--- config.mk ---
export PLATFORM = sky130hd
export DESIGN_NAME = mwmt_mul
export DESIGN_NICKNAME = d
export VERILOG_FILES = /design/src/rtl/mwmt_pkg.sv /design/src/rtl/mwmt_mul.sv
export SDC_FILE = /design/constraint.sdc
export NUM_CORES = 2
export LEC_CHECK = 0
export BUFFER_PORTS_ARGS = -buffer_cell sky130_fd_sc_hd__buf_4
export CELL_PAD_IN_SITES_DETAIL_PLACEMENT = 1
export CELL_PAD_IN_SITES_GLOBAL_PLACEMENT = 1
export CORE_MARGIN = 2
export CORE_UTILIZATION = 45
export CTS_CLUSTER_DIAMETER = 200
export DETAILED_ROUTE_END_ITERATION = 6
export PLACE_DENSITY = 0.78
export SYNTH_ARGS = -nofsm -noshare
export SYNTH_HDL_FRONTEND = slang
export SYNTH_SLANG_ARGS = --single-unit
--- constraint.sdc ---
create_clock -name clock -period 15.65 [get_ports clock]
set_clock_uncertainty 0.1 [all_clocks]
set_input_delay 3.13 -clock clock [delete_from_list [all_inputs] [get_ports clock]]
set_output_delay 3.13 -clock clock [all_outputs]
set_load 0.05 [all_outputs]
--- src/rtl/mwmt_pkg.sv ---
// shared constants, types and saturating helpers for the moment tensor core
package mwmt_pkg;

   localparam int MAX_POINTS = 1024;
   localparam int ADDR_W = $clog2(MAX_POINTS);
   localparam int CNT_W = $clog2(MAX_POINTS + 1);
   localparam int MASS_W = 32 + $clog2(MAX_POINTS);
   localparam int FRAC_SHIFT = 24;
   localparam int NUM_W = 64 + FRAC_SHIFT;
   localparam int DCNT_W = $clog2(NUM_W + 1);
   localparam int ITEM_W = 128;

   localparam logic [63:0] S64_MAX = 64'h7FFF_FFFF_FFFF_FFFF;
   localparam logic [63:0] S64_MIN = 64'h8000_0000_0000_0000;

   localparam logic [1:0] PAIR_A [6] = '{2'd0, 2'd1, 2'd2, 2'd0, 2'd0, 2'd1};
   localparam logic [1:0] PAIR_B [6] = '{2'd0, 2'd1, 2'd2, 2'd1, 2'd2, 2'd2};

   typedef struct packed {
      logic              wr_en;
      logic [ADDR_W-1:0] wr_addr;
      logic [ITEM_W-1:0] wr_data;
      logic              rd_en;
      logic [ADDR_W-1:0] rd_addr;
   } store_req_type;

   typedef struct packed {
      logic              start;
      logic [NUM_W-1:0]  num;
      logic [MASS_W-1:0] den;
   } div_req_type;

   // {overflow, value}
   function automatic logic [64:0] sat_add(input logic [63:0] a, input logic [63:0] b);
      logic [63:0] s;
      begin
         s = a + b;
         if (a[63] == b[63] && s[63] != a[63]) begin
            return {1'b1, (a[63] ? S64_MIN : S64_MAX)};
         end
         return {1'b0, s};
      end
   endfunction

   function automatic logic [64:0] sat_neg(input logic [63:0] a);
      begin
         if (a == S64_MIN) begin
            return {1'b1, S64_MAX};
         end
         return {1'b0, 64'd0 - a};
      end
   endfunction

   function automatic logic [63:0] mag64(input logic [63:0] a);
      begin
         return a[63] ? (64'd0 - a) : a;
      end
   endfunction

   // signed 64-bit value from sign and magnitude, saturating
   function automatic logic [64:0] from_mag(input logic neg, input logic [NUM_W-1:0] mag);
      begin
         if (neg) begin
            if (mag > NUM_W'(S64_MIN)) begin
               return {1'b1, S64_MIN};
            end
            return {1'b0, 64'd0 - mag[63:0]};
         end
         if (mag > NUM_W'(S64_MAX)) begin
            return {1'b1, S64_MAX};
         end
         return {1'b0, mag[63:0]};
      end
   endfunction

endpackage

--- src/rtl/mwmt_mul.sv ---
// shared 32x32 unsigned multiplier with registered product
module mwmt_mul import mwmt_pkg::*; (
   input  logic        clock,
   input  logic [31:0] op_a,
   input  logic [31:0] op_b,
   output logic [63:0] prod
);

   logic [63:0] prod_ff;

   always_ff @(posedge clock) begin
      prod_ff <= 64'(op_a) * 64'(op_b);
   end

   assign prod = prod_ff;

endmodule

======== Word-level counts from Yosys, hierarchy flattened ========
Cells that the tools add are included.
cells by class
  add/subtract/negate cells ............... 0
  multipliers ............................. 1
  div/mod/pow operators ................... 0
  magnitude comparators ................... 0
  eq/ne operators ......................... 0
  shifts and indexed selects .............. 0
  mux-type cells .......................... 0
  bitwise gates (word level) .............. 0
  reductions and logical operators ........ 0
operator list
  kind            count
  $mul 32x32->64  1
word-level totals
  bits in registers ....................... 64
  bits in latches ......................... 0
  RAM bits ................................ 0
  memory bits (read-only) ................. 0
  output and inout bits ................... 64
  memories ................................ 0

======== Depth between registers and ports, before layout ========
  depth after elaboration ................. 1
  gate-level depth with buffers ........... 29

======== Worst setup path before layout ========
No wires, ideal clock.
  kind .................................... input-to-reg
  from .................................... input port op_a[25]
  to ...................................... register prod_ff[62], in the netlist prod[62]
  data arrival time ....................... 9811 ps
  data required time ...................... 15478 ps
  path slack .............................. 5667 ps
  cell stages on the path ................. 25
  buffers on the path ..................... 2
  cells stage by stage .................... clkbuf_1 > nand2_1 > fa_1 > inv_1 > fa_1 > inv_1 > fa_1 > inv_1 > fa_1 > fa_1 > fa_1 > fa_1 > inv_1 > fa_1 > inv_1 > ha_1 > buf_2 > nand4_1 > or4_1 > or3_1 > a31oi_1 > a31o_2 > a211oi_1 > o21ai_1 > xor2_1
between the ends
  cells in the longest elaborated chain, start to end .. 1
ends and longest elaborated chain
  what                  RTL line        RTL
  from (decl)           mwmt_mul.sv:4   input logic [31:0] op_a,
  $mul 32x32->64        mwmt_mul.sv:12  prod_ff <= 64'(op_a) * 64'(op_b);
  to (signal assigned)  mwmt_mul.sv:12
  to (decl)             mwmt_mul.sv:9   logic [63:0] prod_ff;
Every way passes these cells.

======== Final worst setup path ========
  from .................................... input port op_a[15]
  to ...................................... register prod_ff[62], in the netlist prod[62]
Same word-level chain as after synthesis.

==> flow_metrics.env <==
export IMPL_layout_common_cells="fa_1, inv_1, and2_1"
export IMPL_syn_area_sq_mm=0.0347
export IMPL_ys_warn_count=0
export IMPL_avgRoutedWirePerCell_microns=21.6
export IMPL_crit_arrival_ps=10960
export IMPL_ys_async_sr_fraction=0
export IMPL_syn_num_nets=4972
export IMPL_clock_sinks=64
export IMPL_grt_util_met1=0.314
export IMPL_synthFlopType="dfxtp_1"
export IMPL_start_util=0.456
export IMPL_vias_per_cell=5.30
export IMPL_grt_met2_usage=0.502
export IMPL_met3_usage=0.0215
export IMPL_grt_pass1_wl_mm=163
export IMPL_final_hold_viol_count=0
export IMPL_grt_pass1_vias=29500
export IMPL_final_common_cell="fa_1"
export IMPL_cap_violations=0
export IMPL_finalSetupViolCount=0
export IMPL_drt_wl_total_mm=102
export IMPL_core_area_sq_mm=0.0761
export IMPL_fmax_mhz=92.7
export IMPL_hpwl_mm=83.6
export IMPL_cts_hold_buffers_added=0
export IMPL_vias=24900
export IMPL_syn_avg_cell_area_sq_um=9.25
export IMPL_min_path_type="primary input to flip-flop"
export IMPL_drive_gt1_frac=0.0436
export IMPL_post_cts_buffers=0
export IMPL_cts_made_buffers=9
export IMPL_cts_tree="built"
export IMPL_syn2layout_area_growth_pct=4.94
export IMPL_instances_no_fill=4702
export IMPL_die_area_sq_mm=0.0793
export IMPL_ctsResizeCount=0
export IMPL_cp_start_kind="primary input"
export IMPL_ant_nets=0
export IMPL_antenna_found_initial=1
export IMPL_crit_path_max_fanout=32
export IMPL_clockBufferDepth=2
export IMPL_num_rows=101
export IMPL_clk_pin_slew_ps=60
export IMPL_synth_edf_count=0
export IMPL_critPathCaptureType="flip-flop"
export IMPL_status="finished clean"
export IMPL_worst_ep_required_time_ps=15830
export IMPL_tns_ps=0
export IMPL_finalWorstSetupSlack_ps=4860
export IMPL_globalRoute_totalOverflow=0
export IMPL_worstSetupStartpoint="op_a[15]"
export IMPL_dp_cells=4686
export IMPL_ys_ff_latch=64
export IMPL_die_height_microns=282
export IMPL_synthCells=3748
export IMPL_grt_total_usage=0.271
export IMPL_period_share=0.689
export IMPL_rsz0062_at_grt="false"
export IMPL_crit_type="primary input to flip-flop"
export IMPL_slew_violations=0
export IMPL_preCtsSetupSlack_ps=4610
export IMPL_worstMarginPinSlew_ps=814
export IMPL_gp_congestion=0.896
export IMPL_synth_cell_types=57
export IMPL_final_core_util=0.478
export IMPL_htree_levels=3
export IMPL_yosysSeqAreaShare=0.0369
export IMPL_fp_dieW_microns=282
export IMPL_ios=129
export IMPL_period_minus_slack_ps=10790
export IMPL_grt_max_degree=33
export IMPL_nNetsFinal=4891
export IMPL_first_pass_iters=4
export IMPL_drc=0
export IMPL_largest_reg_flops=64
export IMPL_maxSlewHeadroom=0.454
export IMPL_port_buffers=128
export IMPL_clock_root_buffer="clkbuf_16"
export IMPL_top_usage_layer="met2"
export IMPL_worstSetupEndpoint="prod[62]$_DFF_P_"
export IMPL_drtIter0Drc=1116
## synthesized netlist by cell type (10+ instances only)
| library cell | instances | area share |
|---|---|---|
| nand4_1 | 23 | 0.0041 |
| o21bai_1 | 10 | 0.0022 |
| and3_1 | 14 | 0.0025 |
| clkbuf_1 | 213 | 0.023 |
| dfxtp_1 | 64 | 0.037 |
| xor2_1 | 25 | 0.0063 |
| a31oi_1 | 12 | 0.0022 |
| a21oi_1 | 63 | 0.0091 |
| ha_1 | 263 | 0.095 |
| fa_1 | 896 | 0.52 |
| nand3_1 | 10 | 0.0014 |
| inv_1 | 865 | 0.094 |
| nor2_1 | 20 | 0.0022 |
| a21o_1 | 40 | 0.0087 |
| o21ai_0 | 21 | 0.0030 |
| nand2_1 | 480 | 0.052 |
| and2_1 | 602 | 0.11 |
| xnor2_1 | 35 | 0.0088 |
## how the worst min path moves through the flow
stage | start | end | cells after the start | slack (ps)
after floorplan | op_b[0] | prod[0]$_DFF_P_ | 1 | 3160
after global placement | prod[15]$_DFF_P_ | prod[15] | 1 | 3480
after detailed placement | prod[15]$_DFF_P_ | prod[15] | 1 | 3480
after CTS | op_b[0] | prod[0]$_DFF_P_ | 2 | 3170
after global routing | op_b[0] | prod[0]$_DFF_P_ | 2 | 3180
final | op_b[0] | prod[0]$_DFF_P_ | 2 | 3180
## kinds of logic (layout without fill, tap and decap cells)
group / Yosys count / after routing / share of synthesized area
simple gates: 1177 / 1177 / 0.176
flops: 64 / 64 / 0.0369
other cells: 0 / 1 / 0
mux: 1 / 1 / 0.000289
buf+inv: 1085 / 1008 / 0.118
compound gates: 202 / 202 / 0.0415
fa+ha+maj: 1159 / 1159 / 0.612
xor+xnor: 60 / 60 / 0.0152
## stage by stage
stage               cell area (sq um)  hold WS [ps]
floorplan                       34700          3160
global placement                36100          3480
detailed placement              36100          3480
CTS                             36400          3170
global route                    36400          3180
finish                          36400          3180
## worst max-delay path, cell delays in order
cell	delay, ps
buf_4	380
nand2_1	150
fa_1	530
fa_1	560
inv_1	60
fa_1	480
fa_1	610
fa_1	480
fa_1	570
fa_1	460
fa_1	470
ha_1	510
nand4_1	240
or4_1	490
or3_1	380
a31oi_1	630
a31o_2	320
a211oi_1	120
o21ai_1	170
xor2_1	150
## metal layers
layer	share of wire	up-vias	wire length (microns)
li1	-	10700	-
met2	0.54	552	54700
met3	0.025	250	2520
met4	0.058	0	5920
met5	0	-	0
met1	0.38	13400	38600
## area by class of cell
type	count	area (sq um)
clock inverters	5	56.3
inverters	865	3250
diodes	1	2.50
well taps	1030	1290
clock buffers	10	239
repair buffers	128	961
fillers	8805	39700
flip-flops and latches	64	1280
multi-input cells	2599	29300
Power is left out: the tool's default activity adds up to more than one toggle a clock period on the data nets, which glitch-free logic cannot reach.
