`src/rtl/mwmt_pkg.sv`:
```
// shared constants, types and saturating helpers for the moment tensor core
package mwmt_pkg;

   localparam int MAX_POINTS = 1024;
   localparam int ADDR_W = $clog2(MAX_POINTS);
   localparam int CNT_W = $clog2(MAX_POINTS + 1);
   localparam int MASS_W = 32 + $clog2(MAX_POINTS);
   localparam int FRAC_SHIFT = 24;
   localparam int NUM_W = 64 + FRAC_SHIFT;
   localparam int DCNT_W = $clog2(NUM_W + 1);
   localparam int ITEM_W = 128;

   localparam logic [63:0] S64_MAX = 64'h7FFF_FFFF_FFFF_FFFF;
   localparam logic [63:0] S64_MIN = 64'h8000_0000_0000_0000;

   localparam logic [1:0] PAIR_A [6] = '{2'd0, 2'd1, 2'd2, 2'd0, 2'd0, 2'd1};
   localparam logic [1:0] PAIR_B [6] = '{2'd0, 2'd1, 2'd2, 2'd1, 2'd2, 2'd2};

   typedef struct packed {
      logic              wr_en;
      logic [ADDR_W-1:0] wr_addr;
      logic [ITEM_W-1:0] wr_data;
      logic              rd_en;
      logic [ADDR_W-1:0] rd_addr;
   } store_req_type;

   typedef struct packed {
      logic              start;
      logic [NUM_W-1:0]  num;
      logic [MASS_W-1:0] den;
   } div_req_type;

   // {overflow, value}
   function automatic logic [64:0] sat_add(input logic [63:0] a, input logic [63:0] b);
      logic [63:0] s;
      begin
         s = a + b;
         if (a[63] == b[63] && s[63] != a[63]) begin
            return {1'b1, (a[63] ? S64_MIN : S64_MAX)};
         end
         return {1'b0, s};
      end
   endfunction

   function automatic logic [64:0] sat_neg(input logic [63:0] a);
      begin
         if (a == S64_MIN) begin
            return {1'b1, S64_MAX};
         end
         return {1'b0, 64'd0 - a};
      end
   endfunction

   function automatic logic [63:0] mag64(input logic [63:0] a);
      begin
         return a[63] ? (64'd0 - a) : a;
      end
   endfunction

   // signed 64-bit value from sign and magnitude, saturating
   function automatic logic [64:0] from_mag(input logic neg, input logic [NUM_W-1:0] mag);
      begin
         if (neg) begin
            if (mag > NUM_W'(S64_MIN)) begin
               return {1'b1, S64_MIN};
            end
            return {1'b0, 64'd0 - mag[63:0]};
         end
         if (mag > NUM_W'(S64_MAX)) begin
            return {1'b1, S64_MAX};
         end
         return {1'b0, mag[63:0]};
      end
   endfunction

endpackage

```
`src/rtl/mwmt_div.sv`:
```
// restoring unsigned divider, one quotient bit per cycle
module mwmt_div import mwmt_pkg::*; (
   input  logic             clock,
   input  logic             reset,
   input  div_req_type      req,
   output logic             done,
   output logic [NUM_W-1:0] quot
);

   logic [NUM_W-1:0]  num_ff, num_in;
   logic [MASS_W-1:0] rem_ff, rem_in;
   logic [MASS_W-1:0] den_ff, den_in;
   logic [DCNT_W-1:0] cnt_ff, cnt_in;
   logic              run_ff, run_in;
   logic              done_ff, done_in;
   logic [MASS_W:0]   shifted;
   logic [MASS_W:0]   diff;

   always_comb begin
      num_in = num_ff;
      rem_in = rem_ff;
      den_in = den_ff;
      cnt_in = cnt_ff;
      run_in = run_ff;
      done_in = 1'b0;
      shifted = {rem_ff, num_ff[NUM_W-1]};
      diff = shifted - {1'b0, den_ff};
      if (req.start) begin
         num_in = req.num;
         den_in = req.den;
         rem_in = '0;
         cnt_in = DCNT_W'(NUM_W);
         run_in = 1'b1;
      end else if (run_ff) begin
         if (shifted >= {1'b0, den_ff}) begin
            rem_in = diff[MASS_W-1:0];
            num_in = {num_ff[NUM_W-2:0], 1'b1};
         end else begin
            rem_in = shifted[MASS_W-1:0];
            num_in = {num_ff[NUM_W-2:0], 1'b0};
         end
         cnt_in = cnt_ff - DCNT_W'(1);
         if (cnt_ff == DCNT_W'(1)) begin
            run_in = 1'b0;
            done_in = 1'b1;
         end
      end
   end

   always_ff @(posedge clock) begin
      num_ff <= num_in;
      rem_ff <= rem_in;
      den_ff <= den_in;
      cnt_ff <= cnt_in;
      if (reset) begin
         run_ff <= 1'b0;
         done_ff <= 1'b0;
      end else begin
         run_ff <= run_in;
         done_ff <= done_in;
      end
   end

   assign done = done_ff;
   assign quot = num_ff;

endmodule

```
`config.mk`:
```
export PLATFORM = sky130hd
export DESIGN_NAME = mwmt_div
export DESIGN_NICKNAME = d
export VERILOG_FILES = /design/src/rtl/mwmt_pkg.sv /design/src/rtl/mwmt_div.sv
export SDC_FILE = /design/constraint.sdc
export NUM_CORES = 1
export LEC_CHECK = 0
export BUFFER_PORTS_ARGS = -buffer_cell sky130_fd_sc_hd__buf_2
export CAP_MARGIN = 5
export CORE_MARGIN = 10
export CORE_UTILIZATION = 60
export CTS_BUF_LIST = sky130_fd_sc_hd__clkbuf_8
export CTS_CLUSTER_SIZE = 40
export DETAILED_ROUTE_END_ITERATION = 10
export GPL_TIMING_DRIVEN = 0
export PLACE_DENSITY_LB_ADDON = 0.2
export SETUP_SLACK_MARGIN = 0.05
export SYNTH_ARGS = -nofsm -noshare
export SYNTH_HDL_FRONTEND = slang
export SYNTH_SLANG_ARGS = --single-unit
```
`constraint.sdc`:
```
create_clock -name clock -period 7.7 [get_ports clock]
set_input_delay 1.155 -clock clock [delete_from_list [all_inputs] [get_ports clock]]
set_output_delay 1.155 -clock clock [all_outputs]
set_load 0.1 [all_outputs]
```
Yosys cells after proc, flatten, opt, wreduce, memory -nomap -nowiden
Index checks and enable logic that the tools add are counted.

word-level totals
  output and inout port bits = 89
  register bits after elaboration = 181

operators by class
  bitwise logic cells = 1
  muxes and demuxes = 8
  eq/ne operators = 1
  reductions and logical operators = 2
  $lt $le $gt $ge = 1
  $add $sub $neg = 2

operator list
  cell                   number
  $mux W88               2
  $ge A43 B42 Y1         1
  $mux W42               1
  $sub A42 B42 Y42       1
  $eq A7 B1 Y1 const B   1
  $sub A7 B1 Y7 const B  1
  $mux W1                5
  $reduce_or A3 Y1       1
  $reduce_bool A2 Y1     1
  $not A1 Y1             1

Longest topological paths before layout
Gate-level depths: netlist (run 1).

  depth in word-level cells = 4
  gate-level depth with buffers = 14

Worst setup path after synthesis (run 1)
No wires, ideal clock.

  path type = in2reg
  from = input req[130] (netlist bit)
  to = register num_ff[0] (netlist: quot[0]), enable pin
  stages on the path = 4
  path buffers = 2
  setup slack = 3.725 ns
  data arrival time = 3.126 ns
  data required time = 6.851 ns
  library setup time = 0.849 ns
  cells stage by stage = clkbuf_1 > inv_1 > clkbuf_1 > nand2_1

between the ends
  cells in the longest elaborated chain, start to end = 1

ends and longest elaborated chain
  element                              line            source
  start: declaration                   mwmt_div.sv:5   input div_req_type req,
  $reduce_bool A2 Y1 (no source line)  --
  end signal: assignment               mwmt_div.sv:51  num_ff <= num_in;
  end: declaration                     mwmt_div.sv:10  logic [NUM_W-1:0] num_ff, num_in;

No other way between the ends.
A chain may end at the register's enable or synchronous reset.

Worst setup path after layout (run 1)
  from = register num_ff[87] (netlist: quot[87])
  to = register rem_ff[38]

between the ends
  cells in the longest elaborated chain, start to end = 2
  elaborated cells on any way between the ends = 3
  classes of those cells = 1 x add/sub; 1 x order compare; 1 x mux

ends and longest elaborated chain
  element                                                    line                            source
  $sub A42 B42 Y42 / $ge A43 B42 Y1 (equally long branches)  mwmt_div.sv:27, mwmt_div.sv:35
  $mux W42 (*)                                               mwmt_div.sv:35                  if (shifted >= {1'b0, den_ff}) begin
  end signal: assignment                                     mwmt_div.sv:52                  rem_ff <= rem_in;
  end: declaration                                           mwmt_div.sv:11                  logic [MASS_W-1:0] rem_ff, rem_in;

Every way passes the cells marked *; elsewhere a longest branch is shown, timed or not.

==> run_results.csv, run 1 <==
group,metric,value,unit
outcome,status,"finished, final reports clean",
route,drc,0,
layout,antenna_cells,0,
sta,fmax,272,MHz
sta,max-slew-margin-rel,0.321,
global_route,grt.overflow.total,0,
clock_network,clock_sinks,181,
setup_path,cp.required,8.04,ns
sta,maxSlewViolCount,0,
sta,setup-tns-final,0,ns
sta,hold_violations,0,
setup_path,r2r_slack,4.02,ns
sta,rsz0062_at_grt,"no",
setup_path,r2r-start,"quot[87]",
synth,yosys.area.top_type,"edfxtp_1",
placed_design,port_buffers,221,
clock_network,cts_buffers,17,
power,switching_share,0.395,
synth,ys_types,69,
route,dr.pass1.iters,5,
synth,syn_area,0.00993,mm²
clock_network,hold_buffers,0,
min_path,hp-class,"register to register",
synth,synth_flop_cell,"edfxtp_1",
layout,num-nets-final,1296,
power,vdd_drop_max,0.234,mV
power,pwr-share-clk,0.231,
floorplan,die_y,149,µm
min_path,whs_path_depth,2,
power,power_frac_comb,0.352,
route,wirelength,25800,µm
setup_path,crit_path_start_kind,"register",
route,drt-initial-drc-count,490,
clock_network,cts_setup_buffers,0,
power,p_leak,5.01,nW
synth,synth_edf_count,130,
synth,syn_inst,877,
clock_network,cts_resized,0,
floorplan,start_util,0.618,
layout,multi_input_area,0.00453,mm²
sta,fin_skew,0.0179,ns
setup_path,crit_type,"register to register",
clock_network,cts_root_buf,"clkbuf_8",
synth,synth_warnings,0,
synth,async_flop_share,0,
layout,layout.cells.non_filler,1347,
placed_design,dp_cells,1315,
layout,area_growth,18.2,%
route,final_antenna_net_count,0,
floorplan,boundaryPins,222,
power,power_density,246,mW/mm²
global_route,grt_pass1_wl,41100,µm
sta,setup_viol,0,
clock_network,clkLatencyLatePin,0.48,ns
clock_network,cts.path.max_buffers,2,
layout,nFillCells,1181,
route,vias,7660,
setup_path,endpoint_kind,"register",
global_route,grt_pass1_vias,7875,
setup_path,worstPathMaxFanout,4,
power,seqPwrFrac,0.417,
min_path,hp-start,"cnt_ff[0]",
floorplan,die_x,149,µm
placed_design,gp_congestion,0.912,
route,viasPerCell,5.69,
setup_path,rr_worst_depth,13,
global_route,antenna_found_initial,0,
layout,layout-drive-gt1-share,0.324,
synth,yosysTopAreaCellShare,0.393,
global_route,grt_max_degree,57,
sta,worst_pin_slew,1.02,ns
synth,ys_seq_area_frac,0.496,
clock_network,cts_tree,"done",
setup_path,arrival,4.02,ns
setup_path,worstReg2RegEnd,"rem_ff[38]",
synth,syn_nets,1055,
floorplan,num_rows,46,
global_route,grtUsageTotal,0.233,
placed_design,hpwl,19600,µm
synth,synthTopCellsByArea,"edfxtp_1, mux2_2, dfxtp_1",
floorplan,core_area,0.0161,mm²
clock_network,clkTransAtPathRegs,0.11,ns
min_path,hold_end,"cnt_ff[0]",
sta,min_period,3.68,ns
sta,period_share,0.478,
clock_network,h-tree-depth,4,
synth,yosys_register_bits,181,
route,post_drt_wl_per_cell,19.1,µm
synth,avgSynthCellArea,11.3,µm²
power,p_int,1.75,mW
layout,ff_latch_area,0.00492,mm²
power,p_sw,1.14,mW
floorplan,die-area,0.0221,mm²
flow_run,cap_violations,0,
-- power groups by stage --
stage               combinational, mW  sequential (mW)  clock [mW]
floorplan                       0.454             1.58           0
global placement                0.996             1.23           0
detailed placement               1.01             1.22           0
CTS                              1.02             1.21       0.673
global route                     1.09             1.22       0.710
finish                           1.02             1.21       0.667
-- synthesized netlist by cell type (3+ instances only) --
master / instances
nand2_1: 45
nor3_1: 11
xnor2_1: 23
a21oi_1: 44
ha_1: 44
or3_1: 9
mux2_2: 91
o31ai_1: 5
dfxtp_1: 51
edfxtp_1: 130
mux2i_1: 33
o21bai_1: 13
nand3_1: 14
clkbuf_1: 38
nor4_1: 3
o21ai_0: 18
nand4_1: 11
buf_12: 3
a21o_1: 24
inv_1: 61
and3_1: 7
and2_1: 4
xor2_1: 15
o22ai_1: 5
a31oi_1: 7
a21boi_0: 4
a21oi_2: 3
a211oi_1: 38
nor2_1: 65
o21a_1: 4
-- metal layers --
| metal | global-route usage | up-vias | wire (µm) |
|---|---|---|---|
| li1 | - | 3732 | - |
| met1 | 0.266 | 3655 | 10100 |
| met2 | 0.393 | 240 | 12900 |
| met3 | 0.0959 | 33 | 2400 |
| met4 | 0.0674 | 0 | 434 |
| met5 | 0 | - | 0 |
-- layout make-up --
| class | count | share of cell area |
|---|---|---|
| sequential | 181 | 0.420 |
| multi-input combinational | 588 | 0.386 |
| timing repair buffer | 222 | 0.0966 |
| tap | 216 | 0.0230 |
| buffer | 47 | 0.0212 |
| clock buffer | 17 | 0.0199 |
| inverter | 61 | 0.0195 |
| clock inverter | 15 | 0.0134 |
-- logic make-up (layout without fill, tap and decap cells) --
logic type / count (synthesis) / in the layout / share of synthesized area
flip-flops: 181 / 181 / 0.496
multiplexers: 124 / 124 / 0.136
AO/OA/AOI/OAI: 197 / 197 / 0.139
XOR/XNOR: 38 / 38 / 0.0335
buffers and inverters: 108 / 362 / 0.0481
AND/OR/NAND/NOR: 184 / 184 / 0.0891
adder cells (fa/ha/maj): 45 / 45 / 0.0575
-- stage by stage --
stage	setup WS [ns]	area, µm²	total power, mW	hold WS [ns]	util
global route	3.72	11700	3.02	0.518	0.731
CTS	4.05	11700	2.90	0.494	0.731
floorplan	3.72	9930	2.03	0.451	-
global placement	1.91	11300	2.22	0.463	0.704
finish	4.02	11700	2.89	0.498	0.731
detailed placement	3.54	11300	2.24	0.469	0.706
-- sequential cells by signal (all words and copies together), names as in the netlist --
signal and flops:
done 1, run_ff 1, rem_ff 42, quot 88, cnt_ff 7, den_ff 42
-- worst max path at each step --
| stage | end | startpoint | slack, ns |
|---|---|---|---|
| after floorplan | quot[0] | req[130] | 3.72 |
| after global placement | quot[66] | req[130] | 1.91 |
| after detailed placement | quot[82] | req[130] | 3.54 |
| after CTS | rem_ff[40] | den_ff[18] | 4.05 |
| after global routing | rem_ff[30] | quot[87] | 3.72 |
| final | rem_ff[38] | quot[87] | 4.02 |
-- worst max-delay path: stages, from the launching register on --
cell and delay, ns:
edfxtp_1 0.42, inv_1 0.09, ha_1 0.16, inv_1 0.05, fa_1 0.41, nand3_1 0.13, a21oi_1 0.10, nor3_1 0.55
o21ai_1 0.31, a221o_1 0.44, a221oi_2 0.42, o21ai_0 0.19, xnor2_1 0.17, o22ai_1 0.10
-- placed cells by master, fill, tap and decap left out, types with 18 or more instances in the layout --
cell      instances
buf_2           223
edfxtp_1        130
mux2_2           91
nor2_1           65
inv_1            63
dfxtp_1          51
a21oi_1          44
nand2_1          44
ha_1             44
clkbuf_1         38
a211oi_1         38
mux2i_1          33
a21o_1           24
xnor2_1          23
o21ai_0          18
(Power assumes the default switching activity.)
==> run 2, diff against run 1 <==
Settings changed: CORE_UTILIZATION 60 to 57.
Clock period 7.7 ns to 3.85 ns, I/O delays scaled along.
==> run 2 against run 1 <==
Flip-flop and latch count stayed put. Critical path depth down 2. Clock skew shrank 0.0059 ns. Fmax up 1.3%. Sequential power rose by 99%. Count of clock-buffer cells in the layout stayed put. Critical endpoint is now rem_ff[0].
==> run_results.csv, run 2 (synthesized netlist as in run 1, its figures left out) <==
group,metric,value,unit
setup_path,rr_worst_depth,11,
setup_path,critPathTopFamily,"compound AO/OA/AOI/OAI gates",
sta,maxSlewViolCount,0,
layout,ff_latch_area,0.00492,mm²
power,power,5.72,mW
setup_path,crit_type,"register to register",
floorplan,num_rows,48,
clock_network,cts_setup_buffers,0,
route,drc,0,
global_route,grtUsageTotal,0.211,
sta,worst_pin_slew,1.01,ns
clock_network,clkTransAtPathRegs,0.10,ns
setup_path,cp.required,4.24,ns
power,p_int,3.40,mW
layout,fin_util,0.685,
route,vias,7669,
flow_run,cap_violations,0,
min_path,whs_path_depth,2,
route,dr.pass1.iters,5,
global_route,antenna_found_initial,3,
setup_path,crit_path_start_kind,"register",
setup_path,path_cells,"inv_1 > ha_1 > nor2b_1 > o2111ai_1 > a21oi_2 > a211oi_4 > o2111a_2 > nor4b_4 > nor3_1 > mux2_2 > a211oi_1",
clock_network,cts.path.max_buffers,2,
setup_path,worstReg2RegEnd,"rem_ff[0]",
placed_design,gp_congestion,0.880,
setup_path,slowest_stage,"nor3_1",
power,p_leak,5.01,nW
clock_network,h-tree-depth,4,
setup_path,crit_buf_inv,1,
clock_network,cts_tree,"done",
floorplan,die-area,0.0231,mm²
power,power_frac_comb,0.355,
clock_network,cts_buffers,17,
power,seqPwrFrac,0.421,
setup_path,worstPathMaxFanout,5,
power,switching_share,0.406,
setup_path,r2r_slack,0.22,ns
clock_network,clkLatencyLatePin,0.48,ns
sta,rsz0062_at_grt,"no",
placed_design,dp_slack,0.179,ns
layout,multi_input_area,0.00454,mm²
floorplan,die_x,152,µm
power,vdd_drop_max,0.340,mV
route,final_antenna_net_count,0,
floorplan,die_y,152,µm
route,viasPerCell,5.65,
setup_path,endpoint_kind,"register",
layout,nFillCells,1360,
sta,setup-tns-final,0,ns
setup_path,cpPeakStageDelay,0.82,ns
clock_network,clock_sinks,181,
global_route,grt_pass1_vias,7653,
setup_path,arrival,4.02,ns
route,drt-initial-drc-count,490,
sta,fin_skew,0.0120,ns
sta,period_share,0.943,
layout,layout-drive-gt1-share,0.326,
setup_path,crit_start,"den_ff[1]",
placed_design,hpwl,19200,µm
global_route,grt_max_degree,63,
min_path,hp-start,"reset",
floorplan,start_util,0.578,
sta,setup_ws,0.220,ns
min_path,hold_end,"run_ff",
layout,layout_common_cells,"buf_2, edfxtp_1, mux2_2",
layout,area_growth,18.4,%
sta,setup_viol,0,
global_route,grt.overflow.total,0,
sta,min_period,3.63,ns
route,wirelength,25100,µm
sta,fmax,275,MHz
floorplan,core_area,0.0172,mm²
power,pwr-share-clk,0.224,
outcome,status,"finished, final reports clean",
global_route,grt_pass1_wl,40200,µm
power,power_density,487,mW/mm²
layout,largest_reg_flops,88,
route,post_drt_wl_per_cell,18.5,µm
clock_network,cts_root_buf,"clkbuf_8",
power,p_sw,2.32,mW
placed_design,port_buffers,221,
min_path,hp-class,"primary input to register",
layout,layout_commonest_cell,"buf_2",
layout,num-nets-final,1296,
placed_design,postPlaceCellArea,0.0114,mm²
sta,max-slew-margin-rel,0.322,
layout,stdcell_area,0.0118,mm²
sta,hold_violations,0,
setup_path,r2r-start,"den_ff[1]",
floorplan,boundaryPins,222,
run 2: cell count changes in the layout (fill, tap and decap cells not counted), sizes merged:
cell      before  now
clkinv         4   10
inv           68   66
bufinv         2    0
diode          0    1
clkinvlp       2    0
run 2: cell type report:
class	instances	area share
flip-flops and latches	181	0.419
diodes	1	0.000213
plain buffers	47	0.0212
clock buffers	17	0.0199
well taps	225	0.0239
repair buffers	222	0.0964
clock inverters	15	0.0139
inverters	61	0.0195
multi-input cells	588	0.386
run 2: power by group through the flow:
stage	registers [mW]	clock network (mW)	logic [mW]
floorplan	3.16	0	0.908
global placement	2.45	0	2.00
detailed placement	2.45	0	2.03
CTS	2.41	1.31	2.03
global route	2.44	1.39	2.17
finish	2.41	1.28	2.03
run 2: worst max path at each step:
stage                 end  depth (start not counted)  slack (ns)
3_3_place_gp     quot[65]                          5       -1.47
3_5_place_dp     quot[84]                          5        0.18
5_1_grt        rem_ff[40]                         12        0.05
6_report        rem_ff[0]                         11        0.22
2_1_floorplan  rem_ff[38]                         13        0.38
4_1_cts        rem_ff[30]                         13        0.18
run 2: metrics by stage:
step | hold WS [ns] | cells
2_1_floorplan | 0.451 | 877
3_3_place_gp | 0.463 | 1323
3_5_place_dp | 0.465 | 1324
4_1_cts | 0.245 | 1356
5_1_grt | 0.241 | 1357
6_report | 0.266 | 1357
run 2: repair_timing:
action	in CTS	in global routing
hold buffers	0	0
setup endpoints to repair	0	4
gates resized for setup	0	2
run 2: routing by layer:
layer	vias up	share of wire	track usage
met3	24	0.093	0.0878
met4	4	0.012	0.0500
met2	257	0.49	0.352
li1	3740	-	-
met5	-	0.0011	0
met1	3644	0.40	0.248
run 2: worst register-to-register path: stages (launching register included):
cell and delay [ns]:
edfxtp_1 0.38, inv_1 0.10, ha_1 0.24, nor2b_1 0.15, o2111ai_1 0.27, a21oi_2 0.16, a211oi_4 0.37, o2111a_2 0.33
nor4b_4 0.07, nor3_1 0.82, mux2_2 0.42, a211oi_1 0.23
